File: config.mk
export PLATFORM = sky130hd
export DESIGN_NAME = rv32im_instruction_decoder
export DESIGN_NICKNAME = d
export VERILOG_FILES = /design/src/rv32d_pkg.sv /design/src/rv32d_decode.sv /design/src/rv32im_instruction_decoder.sv
export SDC_FILE = /design/constraint.sdc
export NUM_CORES = 1
export LEC_CHECK = 0
export BUFFER_PORTS_ARGS = -buffer_cell sky130_fd_sc_hd__buf_2
export CAP_MARGIN = 0
export CORE_MARGIN = 2
export CORE_UTILIZATION = 50
export DETAILED_ROUTE_END_ITERATION = 6
export PLACE_DENSITY = 0.75
export SYNTH_ARGS = -nofsm -noshare
export SYNTH_HDL_FRONTEND = slang
export SYNTH_SLANG_ARGS = --single-unit
File: constraint.sdc
create_clock -name clock -period 3.5 [get_ports clock]
set_clock_uncertainty 0.2 [all_clocks]
set_input_delay 0.175 -clock clock [delete_from_list [all_inputs] [get_ports clock]]
set_output_delay 0.175 -clock clock [all_outputs]
set_load 0.01 [all_outputs]
File: src/rv32d_pkg.sv
package rv32d_pkg;

   localparam logic [6:0] OPC_R      = 7'h33;
   localparam logic [6:0] OPC_I      = 7'h13;
   localparam logic [6:0] OPC_LOAD   = 7'h03;
   localparam logic [6:0] OPC_JALR   = 7'h67;
   localparam logic [6:0] OPC_STORE  = 7'h23;
   localparam logic [6:0] OPC_BRANCH = 7'h63;
   localparam logic [6:0] OPC_LUI    = 7'h37;
   localparam logic [6:0] OPC_AUIPC  = 7'h17;
   localparam logic [6:0] OPC_JAL    = 7'h6F;
   localparam logic [6:0] OPC_SYS    = 7'h73;

   localparam logic [6:0] F7_BASE = 7'h00;
   localparam logic [6:0] F7_MEXT = 7'h01;
   localparam logic [6:0] F7_ALT  = 7'b0100000;

   localparam logic [2:0] F3_0 = 3'd0;
   localparam logic [2:0] F3_1 = 3'd1;
   localparam logic [2:0] F3_2 = 3'd2;
   localparam logic [2:0] F3_3 = 3'd3;
   localparam logic [2:0] F3_4 = 3'd4;
   localparam logic [2:0] F3_5 = 3'd5;
   localparam logic [2:0] F3_6 = 3'd6;
   localparam logic [2:0] F3_7 = 3'd7;

   localparam logic [31:0] ECALL_WORD = 32'h0000_0073;

   localparam int OP_W  = 6;
   localparam int REG_W = 5;
   localparam int IMM_W = 21;

   typedef enum logic [OP_W-1:0] {
      OP_ADD, OP_MUL, OP_SUB, OP_SLL, OP_MULH, OP_SLT, OP_SLTU, OP_MULHU,
      OP_XOR, OP_DIV, OP_SRL, OP_DIVU, OP_SRA, OP_OR, OP_REM, OP_AND,
      OP_REMU, OP_ADDI, OP_JALR, OP_SLLI, OP_SLTI, OP_SLTIU, OP_XORI,
      OP_SRLI, OP_SRAI, OP_ORI, OP_ANDI, OP_LB, OP_LH, OP_LW, OP_LBU,
      OP_LHU, OP_SB, OP_SH, OP_SW, OP_BEQ, OP_BNE, OP_BLT, OP_BGE,
      OP_BLTU, OP_BGEU, OP_LUI, OP_AUIPC, OP_JAL, OP_ECALL
   } op_type;

   typedef struct packed {
      op_type                   op;
      logic [REG_W-1:0]         rd;
      logic [REG_W-1:0]         rs1;
      logic [REG_W-1:0]         rs2;
      logic signed [IMM_W-1:0]  imm;
      logic                     illegal;
   } dec_type;

endpackage

File: src/rv32d_decode.sv
module rv32d_decode (
   input  logic [31:0]       word,
   output rv32d_pkg::dec_type dec
);

   logic [6:0] opc;
   logic [2:0] f3;
   logic [6:0] f7;
   logic       hit;
   rv32d_pkg::op_type        op;
   logic [4:0]               rd;
   logic [4:0]               rs1;
   logic [4:0]               rs2;
   logic signed [20:0]       imm;
   logic signed [20:0]       imm_i;
   logic signed [20:0]       imm_s;
   logic signed [20:0]       imm_b;
   logic signed [20:0]       imm_j;
   logic signed [20:0]       imm_u;
   logic signed [20:0]       imm_sh;

   assign opc = word[6:0];
   assign f3  = word[14:12];
   assign f7  = word[31:25];

   assign imm_i  = {{9{word[31]}}, word[31:20]};
   assign imm_s  = {{9{word[31]}}, word[31:25], word[11:7]};
   assign imm_b  = {{8{word[31]}}, word[31], word[7], word[30:25], word[11:8], 1'b0};
   assign imm_j  = {word[31], word[19:12], word[20], word[30:21], 1'b0};
   assign imm_u  = {1'b0, word[31:12]};
   assign imm_sh = {16'd0, word[24:20]};

   always_comb begin
      hit = 1'b1;
      op  = rv32d_pkg::OP_ADD;
      rd  = '0;
      rs1 = '0;
      rs2 = '0;
      imm = '0;
      case (opc)
         rv32d_pkg::OPC_R: begin
            rd  = word[11:7];
            rs1 = word[19:15];
            rs2 = word[24:20];
            if (f7 == rv32d_pkg::F7_BASE) begin
               case (f3)
                  rv32d_pkg::F3_0: op = rv32d_pkg::OP_ADD;
                  rv32d_pkg::F3_1: op = rv32d_pkg::OP_SLL;
                  rv32d_pkg::F3_2: op = rv32d_pkg::OP_SLT;
                  rv32d_pkg::F3_3: op = rv32d_pkg::OP_SLTU;
                  rv32d_pkg::F3_4: op = rv32d_pkg::OP_XOR;
                  rv32d_pkg::F3_5: op = rv32d_pkg::OP_SRL;
                  rv32d_pkg::F3_6: op = rv32d_pkg::OP_OR;
                  default:         op = rv32d_pkg::OP_AND;
               endcase
            end else if (f7 == rv32d_pkg::F7_MEXT) begin
               case (f3)
                  rv32d_pkg::F3_0: op = rv32d_pkg::OP_MUL;
                  rv32d_pkg::F3_1: op = rv32d_pkg::OP_MULH;
                  rv32d_pkg::F3_3: op = rv32d_pkg::OP_MULHU;
                  rv32d_pkg::F3_4: op = rv32d_pkg::OP_DIV;
                  rv32d_pkg::F3_5: op = rv32d_pkg::OP_DIVU;
                  rv32d_pkg::F3_6: op = rv32d_pkg::OP_REM;
                  rv32d_pkg::F3_7: op = rv32d_pkg::OP_REMU;
                  default:         hit = 1'b0;
               endcase
            end else if (f7 == rv32d_pkg::F7_ALT) begin
               case (f3)
                  rv32d_pkg::F3_0: op = rv32d_pkg::OP_SUB;
                  rv32d_pkg::F3_5: op = rv32d_pkg::OP_SRA;
                  default:         hit = 1'b0;
               endcase
            end else begin
               hit = 1'b0;
            end
         end
         rv32d_pkg::OPC_I: begin
            rd  = word[11:7];
            rs1 = word[19:15];
            imm = imm_i;
            case (f3)
               rv32d_pkg::F3_0: op = rv32d_pkg::OP_ADDI;
               rv32d_pkg::F3_1: begin
                  imm = imm_sh;
                  op  = rv32d_pkg::OP_SLLI;
                  hit = (f7 == rv32d_pkg::F7_BASE);
               end
               rv32d_pkg::F3_2: op = rv32d_pkg::OP_SLTI;
               rv32d_pkg::F3_3: op = rv32d_pkg::OP_SLTIU;
               rv32d_pkg::F3_4: op = rv32d_pkg::OP_XORI;
               rv32d_pkg::F3_5: begin
                  imm = imm_sh;
                  if (f7 == rv32d_pkg::F7_BASE) begin
                     op = rv32d_pkg::OP_SRLI;
                  end else if (f7 == rv32d_pkg::F7_ALT) begin
                     op = rv32d_pkg::OP_SRAI;
                  end else begin
                     hit = 1'b0;
                  end
               end
               rv32d_pkg::F3_6: op = rv32d_pkg::OP_ORI;
               default:         op = rv32d_pkg::OP_ANDI;
            endcase
         end
         rv32d_pkg::OPC_JALR: begin
            rd  = word[11:7];
            rs1 = word[19:15];
            imm = imm_i;
            op  = rv32d_pkg::OP_JALR;
            hit = (f3 == rv32d_pkg::F3_0);
         end
         rv32d_pkg::OPC_LOAD: begin
            rd  = word[11:7];
            rs1 = word[19:15];
            imm = imm_i;
            case (f3)
               rv32d_pkg::F3_0: op = rv32d_pkg::OP_LB;
               rv32d_pkg::F3_1: op = rv32d_pkg::OP_LH;
               rv32d_pkg::F3_2: op = rv32d_pkg::OP_LW;
               rv32d_pkg::F3_4: op = rv32d_pkg::OP_LBU;
               rv32d_pkg::F3_5: op = rv32d_pkg::OP_LHU;
               default:         hit = 1'b0;
            endcase
         end
         rv32d_pkg::OPC_STORE: begin
            rs1 = word[19:15];
            rs2 = word[24:20];
            imm = imm_s;
            case (f3)
               rv32d_pkg::F3_0: op = rv32d_pkg::OP_SB;
               rv32d_pkg::F3_1: op = rv32d_pkg::OP_SH;
               rv32d_pkg::F3_2: op = rv32d_pkg::OP_SW;
               default:         hit = 1'b0;
            endcase
         end
         rv32d_pkg::OPC_BRANCH: begin
            rs1 = word[19:15];
            rs2 = word[24:20];
            imm = imm_b;
            case (f3)
               rv32d_pkg::F3_0: op = rv32d_pkg::OP_BEQ;
               rv32d_pkg::F3_1: op = rv32d_pkg::OP_BNE;
               rv32d_pkg::F3_4: op = rv32d_pkg::OP_BLT;
               rv32d_pkg::F3_5: op = rv32d_pkg::OP_BGE;
               rv32d_pkg::F3_6: op = rv32d_pkg::OP_BLTU;
               rv32d_pkg::F3_7: op = rv32d_pkg::OP_BGEU;
               default:         hit = 1'b0;
            endcase
         end
         rv32d_pkg::OPC_LUI: begin
            rd  = word[11:7];
            imm = imm_u;
            op  = rv32d_pkg::OP_LUI;
         end
         rv32d_pkg::OPC_AUIPC: begin
            rd  = word[11:7];
            imm = imm_u;
            op  = rv32d_pkg::OP_AUIPC;
         end
         rv32d_pkg::OPC_JAL: begin
            rd  = word[11:7];
            imm = imm_j;
            op  = rv32d_pkg::OP_JAL;
         end
         rv32d_pkg::OPC_SYS: begin
            op  = rv32d_pkg::OP_ECALL;
            hit = (word == rv32d_pkg::ECALL_WORD);
         end
         default: hit = 1'b0;
      endcase
   end

   // illegal words report op, rd, rs1, rs2 and imm all zero
   always_comb begin
      if (hit) begin
         dec.op      = op;
         dec.rd      = rd;
         dec.rs1     = rs1;
         dec.rs2     = rs2;
         dec.imm     = imm;
         dec.illegal = 1'b0;
      end else begin
         dec.op      = rv32d_pkg::OP_ADD;
         dec.rd      = '0;
         dec.rs1     = '0;
         dec.rs2     = '0;
         dec.imm     = '0;
         dec.illegal = 1'b1;
      end
   end

endmodule

File: src/rv32im_instruction_decoder.sv
// Two registers lie between req and rsp (input register, result register); rsp_tvalid rises
// once a taken transaction has passed both, and a busy result register holds it in the input one.
// Throughput: one instruction per cycle; the two-entry pipeline keeps accepting
// while a result waits, as long as a stage is free to advance.
// Reset: synchronous, active high; clears both stage valid bits, payload is not reset.
// Decode between the registers is a single combinational pass.
module rv32im_instruction_decoder (
   input  logic        clock,
   input  logic        reset,
   input  logic        req_tvalid,
   output logic        req_tready,
   input  logic [31:0] req_tdata,   // [31:0] instr_word
   output logic        rsp_tvalid,
   input  logic        rsp_tready,
   output logic [47:0] rsp_tdata,   // [5:0] op, [10:6] rd, [15:11] rs1, [20:16] rs2,
                                    // [41:21] imm, [47:42] zero
   output logic [0:0]  rsp_tuser    // [0] illegal
);

   logic               in_valid_ff;
   logic               in_valid_in;
   logic [31:0]        in_word_ff;
   logic               out_valid_ff;
   logic               out_valid_in;
   rv32d_pkg::dec_type out_dec_ff;
   rv32d_pkg::dec_type dec;
   logic               out_free;
   logic               in_move;
   logic               req_take;

   rv32d_decode u_decode (
      .word (in_word_ff),
      .dec  (dec)
   );

   assign out_free   = !out_valid_ff || rsp_tready;
   assign in_move    = in_valid_ff && out_free;
   assign req_tready = !in_valid_ff || out_free;
   assign req_take   = req_tvalid && req_tready;

   assign in_valid_in  = req_take || (in_valid_ff && !out_free);
   assign out_valid_in = in_move || (out_valid_ff && !rsp_tready);

   always_ff @(posedge clock) begin
      if (reset) begin
         in_valid_ff  <= 1'b0;
         out_valid_ff <= 1'b0;
      end else begin
         in_valid_ff  <= in_valid_in;
         out_valid_ff <= out_valid_in;
      end
   end

   always_ff @(posedge clock) begin
      if (req_take) begin
         in_word_ff <= req_tdata;
      end
      if (in_move) begin
         out_dec_ff <= dec;
      end
   end

   assign rsp_tvalid = out_valid_ff;
   assign rsp_tdata  = {6'd0, out_dec_ff.imm, out_dec_ff.rs2, out_dec_ff.rs1,
                        out_dec_ff.rd, out_dec_ff.op};
   assign rsp_tuser  = out_dec_ff.illegal;

   a_reset_empty: assert property (@(posedge clock) reset |=> !rsp_tvalid && !in_valid_ff)
      else $error("pipeline not empty after reset");

   a_illegal_zero: assert property (@(posedge clock) disable iff (reset)
      (rsp_tvalid && rsp_tuser[0]) |-> (rsp_tdata == 48'd0))
      else $error("illegal result carries nonzero fields");

   a_op_range: assert property (@(posedge clock) disable iff (reset)
      rsp_tvalid |-> (rsp_tdata[5:0] <= 6'd44))
      else $error("op out of range");

   a_take_fills: assert property (@(posedge clock) disable iff (reset)
      req_take |=> in_valid_ff)
      else $error("accepted transaction lost in input stage");

   a_stall_holds: assert property (@(posedge clock) disable iff (reset)
      (in_valid_ff && !out_free) |=> (in_valid_ff && $stable(in_word_ff)))
      else $error("input stage changed during stall");

endmodule

# Yosys cells after proc, flatten, opt, wreduce, memory -nomap -nowiden

Index checks and enable logic that the tools add are counted.

Logic and storage cells: 86
Bits of input ports: 36
Output and inout bits: 51
Register bits after elaboration: 77

Reductions and logical operators: 29
Equal/unequal tests: 20
Mux-type cells: 28

Operators by type and width:

| kind                                                             | count |
|---|---|
| 21-bit case mux with 6 select lines                              | 1 |
| 6-bit case mux with 10 select lines                              | 1 |
| 6-bit case mux with 7 select lines                               | 1 |
| 6-bit case mux with 6 select lines                               | 1 |
| 5-bit case mux with 7 select lines                               | 1 |
| 32-bit by 7-bit == test with 1-bit output, second input constant | 1 |
| 7-bit by 6-bit == test with 1-bit output, second input constant  | 4 |
| 7-bit == test, second input constant                             | 4 |
| 4-bit case mux with 7 select lines                               | 1 |
| 5-bit case mux with 5 select lines                               | 1 |
| 6-bit two-way mux                                                | 4 |
| 21-bit two-way mux                                               | 1 |
| 6-bit case mux with 3 select lines                               | 1 |
| 7-bit by 5-bit == test with 1-bit output, second input constant  | 2 |
| 7-bit OR reduction                                               | 2 |
| 3-bit == test, second input constant                             | 4 |
| 6-bit OR reduction                                               | 2 |
| 1-bit two-way mux                                                | 11 |
| 3-bit OR reduction                                               | 3 |
| 1-bit case mux with 8 select lines                               | 1 |
| 4-bit case mux with 2 select lines                               | 1 |
| 2-bit OR reduction                                               | 4 |
| 7-bit by 1-bit == test with 1-bit output, second input constant  | 1 |
| 7-bit by 2-bit == test with 1-bit output, second input constant  | 1 |
| 11 further kinds                                                 | 23 |

# Longest topological paths before layout

Word-level depth: 8
Depth in mapped cells: 9
Depth with buffers taken out: 5

# Cells and area by module

Synthesis repeated with hierarchy kept, for this count alone.

Cell total of the unflattened synthesis: 340
Area, all modules: 3829.9 µm²

By module, submodules not included:

| module                     | area an instance (µm²) | cells each | seq. area each (µm²) | instances |
|---|---|---|---|---|
| rv32im_instruction_decoder | 2404.8                 | 92         | 2292.2               | 1 |
| rv32d_decode               | 1425.1                 | 248        | 0.0                  | 1 |

# Least setup slack after synthesis

No wires, ideal clock.

Path kind: register -> register
From: register out_valid_ff, in the netlist rsp_tvalid
To: register out_dec_ff, in the netlist rsp_tdata[0] (enable)
Data arrival time: 2.428 ns
Path slack: 0.424 ns
Path buffers: 0
Cell stages (with the launch flop): 3
Cells stage by stage: dfxtp_1 -> nor2b_1 -> nor2b_1

Longest elaborated chain between the ends: 3

RTL lines:

| what                   | RTL line                         | RTL |
|---|---|---|
| from (decl)            | rv32im_instruction_decoder.sv:23 | `logic out_valid_ff;` |
| from (signal assigned) | rv32im_instruction_decoder.sv:50 | `out_valid_ff <= out_valid_in;` |
| 1-bit logical NOT      | rv32im_instruction_decoder.sv:36 | `assign out_free = !out_valid_ff \|\| rsp_tready;` |
| 1-bit logical OR       | rv32im_instruction_decoder.sv:36 |  |
| 1-bit logical AND      | rv32im_instruction_decoder.sv:37 | `assign in_move = in_valid_ff && out_free;` |
| named net in_move      | rv32im_instruction_decoder.sv:28 | `logic in_move;` |
| to (signal assigned)   | rv32im_instruction_decoder.sv:59 | `out_dec_ff <= dec;` |
| to (decl)              | rv32im_instruction_decoder.sv:25 | `rv32d_pkg::dec_type out_dec_ff;` |

The timed path passes the listed nets, and every way through them passes these cells.
A chain may end at the register's enable or synchronous reset.

# Worst setup path after layout

From: register in_word_ff[2]
To: register out_dec_ff, in the netlist rsp_tdata[14] (data pin)

Longest elaborated chain between the ends: 4
Elaborated cells between the ends (all ways): 15
Those cells by class: eq/ne: 11; mux: 1; reduce/logical: 3

RTL lines:

| what                                                             | RTL line                         | RTL |
|---|---|---|
| from (decl)                                                      | rv32im_instruction_decoder.sv:22 | `logic [31:0] in_word_ff;` |
| from (signal assigned)                                           | rv32im_instruction_decoder.sv:56 | `in_word_ff <= req_tdata;` |
| 7-bit by 6-bit == test with 1-bit output (tied with other cells) | rv32d_decode.sv:40               | `case (opc)` |
| 3-bit OR reduction (no line)                                     | -                                |  |
| 1-bit case mux with 8 select lines                               | rv32d_decode.sv:40               |  |
| 2-bit AND reduction (no line) *                                  | -                                |  |

Every way passes the cells marked *; elsewhere a longest branch is shown, timed or not.

==> results.md <==
* DP HPWL at 6.09 mm
* Pint at around 1.5 mW
* Final nets at 475
* Switch Pwr at about 0.48 mW
* Synth Register Bits at 77
* IO Pins at 87
* Finished Layout Cells at roughly 540
* H-tree lvl count at 3
* Starting Density at 52.2%
* Pins Over Slew Limit at 0
* Clock Sinks at just under 80
* Ys flop type: edfxtp_1
* Clk_lat worst skew at 0.34 ns
* Required time of the critical path at ~3.5 ns
* CP Capture Type: flip-flop
* Number of vias per cell at between 5 and 6
* Residual DRC at 0
* Antenna violations before repair at 0
* P_leak at 1.62 nW
* RD Place Congestion at a little under 1
* ANT nets after route at 0
* Hold Crit Start: req_tdata[23]
* Sequential share of the synthesized area at between 50% and 60%
* Max-cap violations at 0
* Num rows at 31
* Port Buffer Count at 80
* Max_slew headroom at roughly a quarter
* Distinct cell type count after synthesis at between 60 and 70
* GRT Total Usage at a little under a quarter
* Gr ovfl total at 0
* Placed Instances at 492
* Critical path origin: in_word_ff[2]$_DFFE_PP_
* First-pass GRT wire length at about 15 mm
* VDD IR-drop max at 283 uV
* CP max FO at 42
* Resized cells post-CTS at 0
* Initial drt markers at between 300 and 400
* Worst-margin pin slew at roughly 1.1 ns
* RSZ-0062 raised after global routing: false
* Post-synth EDFFs at between 70 and 80
* Mapped Cells at 328
* Asr flop ratio synth at 0%
* Synth warn at 0
* Clock tree buffer depth at 2
* Clock power frac at about 33%
* Combinational group share of total power at roughly a tenth
* Cts hold-fix bufs at 35
* Period utilization at roughly nine tenths
* Pwr/cell area at just over 400 nW/um^2
* CTS tree: done
* Status: finished clean
* Setup TNS at 0 ns
* Reg2Reg Launch Point: in_word_ff[2]$_DFFE_PP_
* R2R Setup Slk at ~0.40 ns
* Hold crit path type: primary input to flip-flop
* Post-CTS setup repair buffer count at 0
* Sw Ratio at 24.5%
* Period minus WS final at ~3.1 ns
* Most frequent cells in the layout: buf_2, edfxtp_1, dlygate4sd3_1
* Die height at 91.7 um
* Fraction of layout cells with a size suffix above 1 at a little over a quarter
* CTS Root Cell: clkbuf_8
* Clock-pin slew on the worst setup and hold paths at around 0.080 ns
* Fmax at approximately 320 MHz
* Vias at about 3200
* Core footprint at 7370 um^2
* Vias in the first global route at approximately 2900
* Die X at a little over 90 um
* Crit Path Class: flip-flop to flip-flop
* Die area at about 8400 um^2
* Largest net degree at the start of global routing at 44
* Crit path DAT at between 3 and 4 ns
* 1st-pass router iterations at 7
* Area Overhead vs Synth at 26.3%
* Netlist Area Pre-Place at between 3000 and 4000 um^2
* Cts bufs inserted at 9
* DR WL/cell at approximately 17 um
* Setup-failing EPs final at 0
* Finished Core Util at between 60% and 70%
* Commonest non-fill, non-tap cell in the layout: buf_2
* Final hold violation count at 0
* Critical path startpoint category: flip-flop
* Syn Area/Cell at 11.7 um^2
* Routed wire length at 9.43 mm
* Seq pwr share at a little under three fifths
[worst paths after layout]
path	depth (start not counted)	endpoint
worst min register to register	2	rsp_tvalid$_SDFF_PP0_
worst max-delay path	6	rsp_tdata[14]$_SDFFCE_PN0P_
worst max register to register	6	rsp_tdata[14]$_SDFFCE_PN0P_
worst min-delay path	2	in_word_ff[23]$_DFFE_PP_
[power groups by stage]
stage | clock network [mW] | logic, mW | registers [mW]
4_1_cts | 0.664 | 0.202 | 1.11
3_5_place_dp | 0 | 0.172 | 1.13
5_1_grt | 0.702 | 0.223 | 1.11
3_3_place_gp | 0 | 0.170 | 1.13
6_report | 0.658 | 0.205 | 1.11
2_1_floorplan | 0 | 0.106 | 1.12
[sequential cells by signal, indices dropped and copies added (netlist names)]
name         count
rsp_tdata       42
in_word_ff      32
in_valid_ff      1
rsp_tuser        1
rsp_tvalid       1
[logic make-up (layout without fill, tap and decap cells)]
group / Yosys count / in the layout / synth area share [%]
AND/OR/NAND/NOR: 124 / 124 / 18.5
AO/OA/AOI/OAI: 86 / 86 / 16.0
flip-flops: 77 / 77 / 59.6
buffers and inverters: 36 / 147 / 4.94
XOR/XNOR: 3 / 3 / 0.683
other: 1 / 7 / 0.0975
multiplexers: 1 / 1 / 0.260
[cells in the mapped netlist (3+ instances only)]
cell type | n | area, um^2
edfxtp_1 | 75 | 2250
nor2_1 | 31 | 116
a21oi_1 | 19 | 95.1
clkbuf_1 | 18 | 67.6
nand2_1 | 17 | 63.8
a22oi_1 | 16 | 120
nor3_1 | 11 | 55.1
nor2b_1 | 10 | 62.6
o21ai_0 | 10 | 50.1
buf_4 | 6 | 45.0
nand2b_1 | 6 | 37.5
nor3b_1 | 5 | 37.5
nor4_1 | 5 | 31.3
nor4bb_1 | 5 | 50.1
or4_1 | 5 | 37.5
a222oi_1 | 4 | 40.0
a31oi_1 | 4 | 25.0
buf_6 | 4 | 45.0
inv_1 | 4 | 15.0
nand3b_1 | 4 | 30.0
a211oi_1 | 3 | 22.5
a21oi_2 | 3 | 26.3
a32oi_1 | 3 | 26.3
nand3_1 | 3 | 15.0
nor4b_1 | 3 | 26.3
o22ai_1 | 3 | 18.8
or3_1 | 3 | 18.8
[routing by layer]
metal,part of all wire (%),global-route usage [%]
met3,9.0,4.85
met1,41,30.2
met4,2.1,9.83
met5,0,0
met2,48,36.5
[critical path: stages (launching register included)]
cell       delay, ns
edfxtp_1        0.54
nand4bb_1       0.42
buf_4           0.25
or4_1           0.52
o31a_1          0.31
and4_4          0.34
nor4bb_1        0.32
[final cells by class]
cell class	instances	area [um^2]
fillers	584	2510
flip-flops and latches	77	2290
multi-input cells	220	1390
repair buffers	127	841
clock buffers	10	128
well taps	99	124
clock inverters	6	65.1
inverters	4	15.0
diodes	1	2.50
[per-stage QoR]
stage	total power, mW	cell area, um^2	hold WS (ns)	worst slack (ns)
final	1.97	4860	0.333	0.401
after global routing	2.04	4860	0.324	0.282
after CTS	1.97	4860	0.324	0.449
after detailed placement	1.30	4310	0.152	0.473
after global placement	1.30	4310	0.149	0.574
after floorplan	1.23	3870	0.0474	0.424
Power figures use the tool's default switching activity.
